$ cat src/hdl/nearest_centroid_classifier_core_macros.svh
// Assertion macros shared by the classifier RTL files.
`ifndef NEAREST_CENTROID_CLASSIFIER_CORE_MACROS_SVH
`define NEAREST_CENTROID_CLASSIFIER_CORE_MACROS_SVH

// Same-cycle implication, checked at every rising edge outside reset.
`define NCC_ASSERT_IMPLIES(label, clk, rst, ante, cons) \
  label: assert property (@(posedge clk) disable iff (rst) (ante) |-> (cons)) \
    else $error("classifier check failed: same-cycle implication");

// Next-cycle implication, checked at every rising edge outside reset.
`define NCC_ASSERT_NEXT(label, clk, rst, ante, cons) \
  label: assert property (@(posedge clk) disable iff (rst) (ante) |=> (cons)) \
    else $error("classifier check failed: next-cycle implication");

`endif

$ cat src/hdl/ncc_pkg.sv
// Shared constants, types and helpers for the nearest centroid classifier.
package ncc_pkg;

  localparam int FEATURE_WIDTH = 10;
  localparam int NUM_FEATURES  = 4;
  localparam int NUM_CLASSES   = 3;
  localparam int CENT_W        = 10;
  localparam int CLS_W         = 2;
  localparam int DIST_W        = 11;

  localparam int DIFF_W  = (FEATURE_WIDTH > CENT_W) ? FEATURE_WIDTH : CENT_W;
  localparam int SQ_W    = 2 * DIFF_W;
  localparam int SUM_W   = SQ_W + 2;
  localparam int ROOT_W  = SUM_W / 2;
  localparam int RAD_W   = 2 * ROOT_W;
  localparam int REM_W   = ROOT_W + 2;
  localparam int WIDE_W  = (ROOT_W > DIST_W) ? ROOT_W : DIST_W;

  // Two front stages, one cell per root bit, one output register.
  localparam int LATENCY = ROOT_W + 3;

  localparam logic [DIST_W-1:0] DIST_MAX = '1;

  localparam logic [CLS_W-1:0] CLASS_SETOSA     = 2'd0;
  localparam logic [CLS_W-1:0] CLASS_VIRGINICA  = 2'd1;
  localparam logic [CLS_W-1:0] CLASS_VERSICOLOR = 2'd2;

  // Centroids in hundredths, one row per class.
  localparam logic [CENT_W-1:0] CENTROIDS [NUM_CLASSES][NUM_FEATURES] = '{
    '{10'd685, 10'd307, 10'd574, 10'd207},
    '{10'd500, 10'd341, 10'd146, 10'd24},
    '{10'd590, 10'd274, 10'd439, 10'd143}
  };

  typedef logic [FEATURE_WIDTH-1:0] feature_t;
  typedef logic [SUM_W-1:0]         sum_t;

  // Control that travels down the root chain next to the data.
  typedef struct packed {
    logic             valid;
    logic [CLS_W-1:0] class_index;
  } ncc_tag_t;

  // Working set of one square root in flight.
  typedef struct packed {
    logic [RAD_W-1:0]  rad;
    logic [REM_W-1:0]  rem;
    logic [ROOT_W-1:0] root;
  } ncc_lane_t;

  function automatic logic [DIST_W-1:0] sat_dist(input logic [ROOT_W-1:0] root);
    logic [WIDE_W-1:0] wide;
    wide = WIDE_W'(root);
    if (wide > WIDE_W'(DIST_MAX)) begin
      return DIST_MAX;
    end
    return DIST_W'(wide);
  endfunction

endpackage

$ cat src/hdl/ncc_front.sv
// Front end: absolute differences, squares and per-class sums of squares.
`include "nearest_centroid_classifier_core_macros.svh"

module ncc_front
  import ncc_pkg::*;
(
  input  logic                                 clk,
  input  logic                                 rst,
  input  logic                                 load,
  input  feature_t [NUM_FEATURES-1:0]          features,
  output logic                                 sum_valid,
  output sum_t [NUM_CLASSES-1:0]               sums
);

  logic [SQ_W-1:0] sq_next [NUM_CLASSES][NUM_FEATURES];
  logic [SQ_W-1:0] sq      [NUM_CLASSES][NUM_FEATURES];
  logic            sq_valid;
  sum_t [NUM_CLASSES-1:0] sums_next;

  always_comb begin
    logic [DIFF_W-1:0] x;
    logic [DIFF_W-1:0] c;
    logic [DIFF_W-1:0] d;
    for (int k = 0; k < NUM_CLASSES; k++) begin
      for (int f = 0; f < NUM_FEATURES; f++) begin
        x = DIFF_W'(features[f]);
        c = DIFF_W'(CENTROIDS[k][f]);
        d = (x >= c) ? (x - c) : (c - x);
        sq_next[k][f] = SQ_W'(d) * SQ_W'(d);
      end
    end
  end

  always_comb begin
    for (int k = 0; k < NUM_CLASSES; k++) begin
      sums_next[k] = SUM_W'(sq[k][0]) + SUM_W'(sq[k][1])
                   + SUM_W'(sq[k][2]) + SUM_W'(sq[k][3]);
    end
  end

  always_ff @(posedge clk) begin
    if (rst) begin
      sq_valid  <= 1'b0;
      sum_valid <= 1'b0;
    end else begin
      sq_valid  <= load;
      sum_valid <= sq_valid;
    end
  end

  always_ff @(posedge clk) begin
    sq   <= sq_next;
    sums <= sums_next;
  end

  `NCC_ASSERT_NEXT(a_front_two_stages, clk, rst, $past(load), sum_valid)

endmodule

$ cat src/hdl/ncc_cell.sv
// One square-root cell: resolves one root bit for every class per cycle.
`include "nearest_centroid_classifier_core_macros.svh"

module ncc_cell
  import ncc_pkg::*;
(
  input  logic                          clk,
  input  logic                          rst,
  input  ncc_tag_t                      tag_in,
  input  ncc_lane_t [NUM_CLASSES-1:0]   lane_in,
  output ncc_tag_t                      tag_out,
  output ncc_lane_t [NUM_CLASSES-1:0]   lane_out
);

  ncc_lane_t [NUM_CLASSES-1:0] lane_next;

  // Restoring digit step: bring down two radicand bits, try root*4+1.
  always_comb begin
    logic [REM_W+1:0] cand;
    logic [REM_W+1:0] trial;
    for (int k = 0; k < NUM_CLASSES; k++) begin
      cand  = {lane_in[k].rem, lane_in[k].rad[RAD_W-1 -: 2]};
      trial = {{(REM_W - ROOT_W){1'b0}}, lane_in[k].root, 2'b01};
      lane_next[k].rad = {lane_in[k].rad[RAD_W-3:0], 2'b00};
      if (cand >= trial) begin
        lane_next[k].rem  = REM_W'(cand - trial);
        lane_next[k].root = {lane_in[k].root[ROOT_W-2:0], 1'b1};
      end else begin
        lane_next[k].rem  = cand[REM_W-1:0];
        lane_next[k].root = {lane_in[k].root[ROOT_W-2:0], 1'b0};
      end
    end
  end

  always_ff @(posedge clk) begin
    if (rst) begin
      tag_out.valid <= 1'b0;
    end else begin
      tag_out.valid <= tag_in.valid;
    end
  end

  always_ff @(posedge clk) begin
    tag_out.class_index <= tag_in.class_index;
    lane_out            <= lane_next;
  end

  // The partial remainder never exceeds twice the partial root.
  for (genvar k = 0; k < NUM_CLASSES; k++) begin : g_chk
    `NCC_ASSERT_IMPLIES(a_rem_bound, clk, rst, tag_out.valid, (lane_out[k].rem <= {1'b0, lane_out[k].root, 1'b0}))
  end

endmodule

$ cat src/hdl/nearest_centroid_classifier_core.sv
// Top level of the three-class, four-feature nearest centroid classifier.
// The start transfer reaches done through two front stages, eleven square-root cells
// and one output register.
// Throughput: one item per clock; busy is low whenever rst is low, so start may stay high.
// Each result is shown for exactly one cycle and the receiver cannot stall it.
// Reset (rst, synchronous) clears every valid flag in the pipeline; items in flight are dropped.
`include "nearest_centroid_classifier_core_macros.svh"

module nearest_centroid_classifier_core
  import ncc_pkg::*;
(
  input  logic                     clk,
  input  logic                     rst,
  input  logic                     start,
  output logic                     busy,
  input  logic [FEATURE_WIDTH-1:0] petal_length,
  input  logic [FEATURE_WIDTH-1:0] petal_width,
  input  logic [FEATURE_WIDTH-1:0] sepal_length,
  input  logic [FEATURE_WIDTH-1:0] sepal_width,
  output logic                     done,
  output logic [CLS_W-1:0]         class_index,
  output logic [DIST_W-1:0]        distance_one,
  output logic [DIST_W-1:0]        distance_two,
  output logic [DIST_W-1:0]        distance_three
);

  // The pipeline never stops, so the only time a transfer is refused is
  // during reset.
  logic load;
  assign busy = rst;
  assign load = start && !busy;

  // Front end: the four features are compared with all three centroids at
  // once. After two register stages the exact sums of squares are ready.
  feature_t [NUM_FEATURES-1:0] features;
  logic                        sum_valid;
  sum_t [NUM_CLASSES-1:0]      sums;

  assign features[0] = petal_length;
  assign features[1] = petal_width;
  assign features[2] = sepal_length;
  assign features[3] = sepal_width;

  ncc_front u_front (
    .clk       (clk),
    .rst       (rst),
    .load      (load),
    .features  (features),
    .sum_valid (sum_valid),
    .sums      (sums)
  );

  // The class is chosen on the exact sums, not on the floored distances.
  // Strict compares give ties to the lowest class index. The three compares
  // run side by side, and the winner rides down the chain in the tag.
  logic [CLS_W-1:0] best_class;

  always_comb begin
    if ((sums[2] < sums[0]) && (sums[2] < sums[1])) begin
      best_class = CLASS_VERSICOLOR;
    end else if (sums[1] < sums[0]) begin
      best_class = CLASS_VIRGINICA;
    end else begin
      best_class = CLASS_SETOSA;
    end
  end

  // Square-root chain: one cell per root bit, most significant first. Each
  // cell takes two radicand bits from the top, so after ROOT_W cells every
  // lane holds the floor of its square root.
  ncc_tag_t                    tag_chain  [ROOT_W+1];
  ncc_lane_t [NUM_CLASSES-1:0] lane_chain [ROOT_W+1];

  always_comb begin
    tag_chain[0].valid       = sum_valid;
    tag_chain[0].class_index = best_class;
    for (int k = 0; k < NUM_CLASSES; k++) begin
      lane_chain[0][k].rad  = RAD_W'(sums[k]);
      lane_chain[0][k].rem  = '0;
      lane_chain[0][k].root = '0;
    end
  end

  for (genvar s = 0; s < ROOT_W; s++) begin : g_cell
    ncc_cell u_cell (
      .clk      (clk),
      .rst      (rst),
      .tag_in   (tag_chain[s]),
      .lane_in  (lane_chain[s]),
      .tag_out  (tag_chain[s+1]),
      .lane_out (lane_chain[s+1])
    );
  end

  // Output register: distances saturate at the port width, which only
  // matters for feature widths above ten bits.
  always_ff @(posedge clk) begin
    if (rst) begin
      done <= 1'b0;
    end else begin
      done <= tag_chain[ROOT_W].valid;
    end
  end

  always_ff @(posedge clk) begin
    class_index    <= tag_chain[ROOT_W].class_index;
    distance_one   <= sat_dist(lane_chain[ROOT_W][0].root);
    distance_two   <= sat_dist(lane_chain[ROOT_W][1].root);
    distance_three <= sat_dist(lane_chain[ROOT_W][2].root);
  end

  // Every result comes from an earlier start transfer.
  `NCC_ASSERT_IMPLIES(a_done_from_transfer, clk, rst, done, $past(load, LATENCY))
  // Flooring is monotonic, so the chosen class never shows a larger distance.
  `NCC_ASSERT_IMPLIES(a_best_is_nearest, clk, rst, done, (class_index != CLASS_SETOSA || (distance_one <= distance_two && distance_one <= distance_three)) && (class_index != CLASS_VIRGINICA || (distance_two <= distance_one && distance_two <= distance_three)) && (class_index != CLASS_VERSICOLOR || (distance_three <= distance_one && distance_three <= distance_two)))

endmodule

$ cat config.mk
export PLATFORM = sky130hd
export DESIGN_NAME = nearest_centroid_classifier_core
export DESIGN_NICKNAME = d
export VERILOG_FILES = /design/src/hdl/ncc_pkg.sv /design/src/hdl/ncc_front.sv /design/src/hdl/ncc_cell.sv /design/src/hdl/nearest_centroid_classifier_core.sv
export VERILOG_INCLUDE_DIRS = /design/src /design/src/hdl
export SDC_FILE = /design/constraint.sdc
export NUM_CORES = 2
export LEC_CHECK = 0
export ABC_AREA = 1
export BUFFER_PORTS_ARGS = -buffer_cell sky130_fd_sc_hd__clkbuf_2
export CORE_ASPECT_RATIO = 1.4
export CORE_MARGIN = 3
export CORE_UTILIZATION = 38
export CTS_CLUSTER_DIAMETER = 30
export DETAILED_ROUTE_END_ITERATION = 8
export PLACE_DENSITY = 0.64
export SYNTH_ARGS = -nofsm -noshare
export SYNTH_HDL_FRONTEND = slang
export SYNTH_SLANG_ARGS = --single-unit
$ cat constraint.sdc
create_clock -name clk -period 10.7 [get_ports clk]
set_input_delay 2.675 -clock clk [delete_from_list [all_inputs] [get_ports clk]]
set_output_delay 2.675 -clock clk [all_outputs]
set_load 0.1 [all_outputs]
==> results.py <==
metrics = {
    "place": {
        "io_buffers": 79,
        "dpl.hpwl_um": 164800,
        "gp_congestion": 0.9487,
        "place_ws_ns": 1.085,
        "post_dp_cell_area_mm2": 0.08738,
    },
    "floorplan": {
        "io_pins": 80,
        "die_w_um": 403.1,
        "die_area_mm2": 0.2265,
        "coreArea_mm2": 0.2189,
        "die_h_um": 561.9,
        "rows": 203,
        "start_util_pct": 38.31,
    },
    "cts": {
        "cts_setup_buffers": 0,
        "cts_sinks": 1240,
        "clk_pin_slew_ns": 0.06,
        "cts_resized": 0,
        "htree_levels": 4,
        "clock_path_buffers": 3,
        "cts_buffers": 195,
        "root_buffer": "clkbuf_16",
        "cts_hold_buf": 0,
        "cts_tree": "built",
        "insertion_delay_ns": 0.81,
    },
    "setup_path": {
        "arrival_ns": 9.52,
        "crit_slowest_cell": "xor2_1",
        "critical_path.most_common_cell": "fa_1",
        "path_class": "primary input to flop",
        "cp-startpoint": "sepal_length[0]",
        "cpPeakStageDelay_ns": 0.80,
        "cp-end-kind": "flop",
        "crit_required_ns": 11.40,
        "critPathMaxFanout": 21,
        "ff2ff_path_depth": 21,
        "reg2reg_from": "u_front.sq[223]$_DFF_P_",
        "critPathLaunchType": "primary input",
    },
    "timing": {
        "skew_ns": 0.06565,
        "hold_violations": 0,
        "finalCriticalPeriod_ns": 8.820,
        "setup-tns-final_ns": 0,
        "fin_ws_ns": 1.880,
        "rsz0062_at_grt": "false",
        "max_freq_ghz": 0.1134,
        "setup_viol": 0,
        "drv_slew": 0,
        "period_share_pct": 82.43,
        "tightestPinTransition_ns": 1.086,
        "slew-limit-headroom_pct": 26.86,
    },
    "grt": {
        "grt_pass1_wl_um": 322400,
        "grt_max_degree": 29,
        "grt_overflow": 0,
        "antenna_found_initial": 5,
        "first_global_vias": 65440,
        "track_usage_pct": 17.43,
    },
    "logic_synthesis": {
        "synth.area.top_cells": "dfxtp_1 (30%), ha_1 (15%), fa_1 (15%), inv_1 (8.8%), nand2_1 (6.6%)",
        "synth_common_cells": "inv_1 (1975), nand2_1 (1478), dfxtp_1 (1240), ha_1 (1016), nor2_1 (869)",
        "syn_inst": 9935,
        "synth_most_common_cell": "inv_1",
        "synth.top_cell.area_share_pct": 29.60,
        "synth.distinct_cells": 79,
        "yosysWarnings": 0,
        "ys.flop_type": "dfxtp_1",
        "yosysSeqAreaShare_pct": 29.60,
        "syn_area_per_cell_um2": 8.443,
        "synth_edf_count": 0,
        "synth_area_leader_cell": "dfxtp_1",
        "netlist_area_mm2": 0.08388,
        "async_flop_share_pct": 0,
        "ys_ff_latch": 1240,
    },
    "routing": {
        "drc": 0,
        "via_per_inst": 4.726,
        "drt_wl_total_um": 195900,
        "drtPass1Iterations": 8,
        "drt_iter0_markers": 2800,
        "wl_per_cell_um": 14.91,
        "ant_nets": 0,
        "vias": 62110,
    },
    "flow_run": {
        "drv_cap": 0,
    },
    "finish": {
        "drive_gt1_share_pct": 6.748,
        "fin_area_mm2": 0.09435,
        "syn_to_final_growth_pct": 12.49,
        "nets": 11790,
    },
    "outcome": {
        "outcome": "complete, no violations",
    },
    "hold_path": {
        "worst_hold_startpoint": "g_cell[7].u_cell.lane_out[89]$_DFF_P_",
        "hold_depth": 0,
        "holdCritPathClass": "flop to flop",
    },
}
## critical path: cells and delay by family
kind | cells | cell delay, ns
buffers and inverters | 6 | 0.88
AOI/OAI and AO/OA | 6 | 1.35
and+or+nand+nor | 7 | 0.82
xor gates and xnor gates | 2 | 0.94
adders and majority gates | 6 | 2.83
## placed cells by master, fill, tap and decap left out, types with 35 or more instances in the layout
cell type,netlist,final
o21ai_1,63,63
nor2_1,869,869
inv_2,57,57
dfxtp_1,1240,1240
xnor2_1,180,180
clkbuf_16,0,197
a31oi_1,35,35
ha_1,1016,1016
a21oi_1,542,542
nor3_1,99,99
fa_1,623,623
xor2_1,459,459
nor4_1,36,35
or2_2,36,36
nand4_1,79,79
inv_1,1975,1975
nand2_1,1478,1478
nand3_1,259,259
o21ai_0,371,371
clkbuf_2,1,79
## per-layer routing
metal | up-vias | GRT usage, % | routed length, µm
li1 | 31390 | - | -
met1 | 29030 | 18.27 | 74360
met2 | 1223 | 32.71 | 101600
met3 | 465 | 2.242 | 6314
met4 | 4 | 10.94 | 13600
met5 | - | 0 | 17
## registers in the layout (all words and copies together) (netlist names)
signal	count
u_front.sums	66
class_index	2
distance_three	11
distance_two	11
g_cell.u_cell.tag_out	33
u_front.sq_valid	1
u_front.sq	224
distance_one	11
u_front.sum_valid	1
g_cell.u_cell.lane_out	879
done	1
## cells by family after synthesis
kind of cell / synth area share [%]
flip-flops: 29.60
XOR/XNOR: 7.236
AND/OR/NAND/NOR: 14.83
AO/OA/AOI/OAI: 8.321
buffers and inverters: 9.918
multiplexers: 0.06414
adder cells (fa/ha/maj): 30.02
other: 0.008953
## through the flow
| step | std cells | util, % | hold WS, ns |
|---|---|---|---|
| 6_report | 13140 | 43.09 | 0.2848 |
| 5_1_grt | 13140 | 43.09 | 0.2931 |
| 4_1_cts | 13140 | 43.09 | 0.2885 |
| 3_5_place_dp | 12780 | 39.91 | 0.3121 |
| 3_3_place_gp | 12780 | 39.91 | 0.3096 |
| 2_1_floorplan | 9942 | - | 0.3096 |
## cell type report
cell class              count  area (µm²)
diodes                      3       7.507
clock buffers             217        5115
clock inverters           146        1846
fillers                 21400      124600
inverters                2048        7709
multi-input cells        6527       50770
flip-flops and latches   1240       24820
well taps                2870        3591
repair buffers             92       493.0
## final timing paths
kind / endpoint / slack [ns]
max: u_front.sq[116]$_DFF_P_ / 1.88
min: g_cell[8].u_cell.lane_out[91]$_DFF_P_ / 0.28
max reg2reg: u_front.sums[20]$_DFF_P_ / 5.95
min reg2reg: g_cell[8].u_cell.lane_out[91]$_DFF_P_ / 0.28
Power is not shown: default switching activity piles up to over one toggle a cycle in this logic, so the estimate is an artifact.
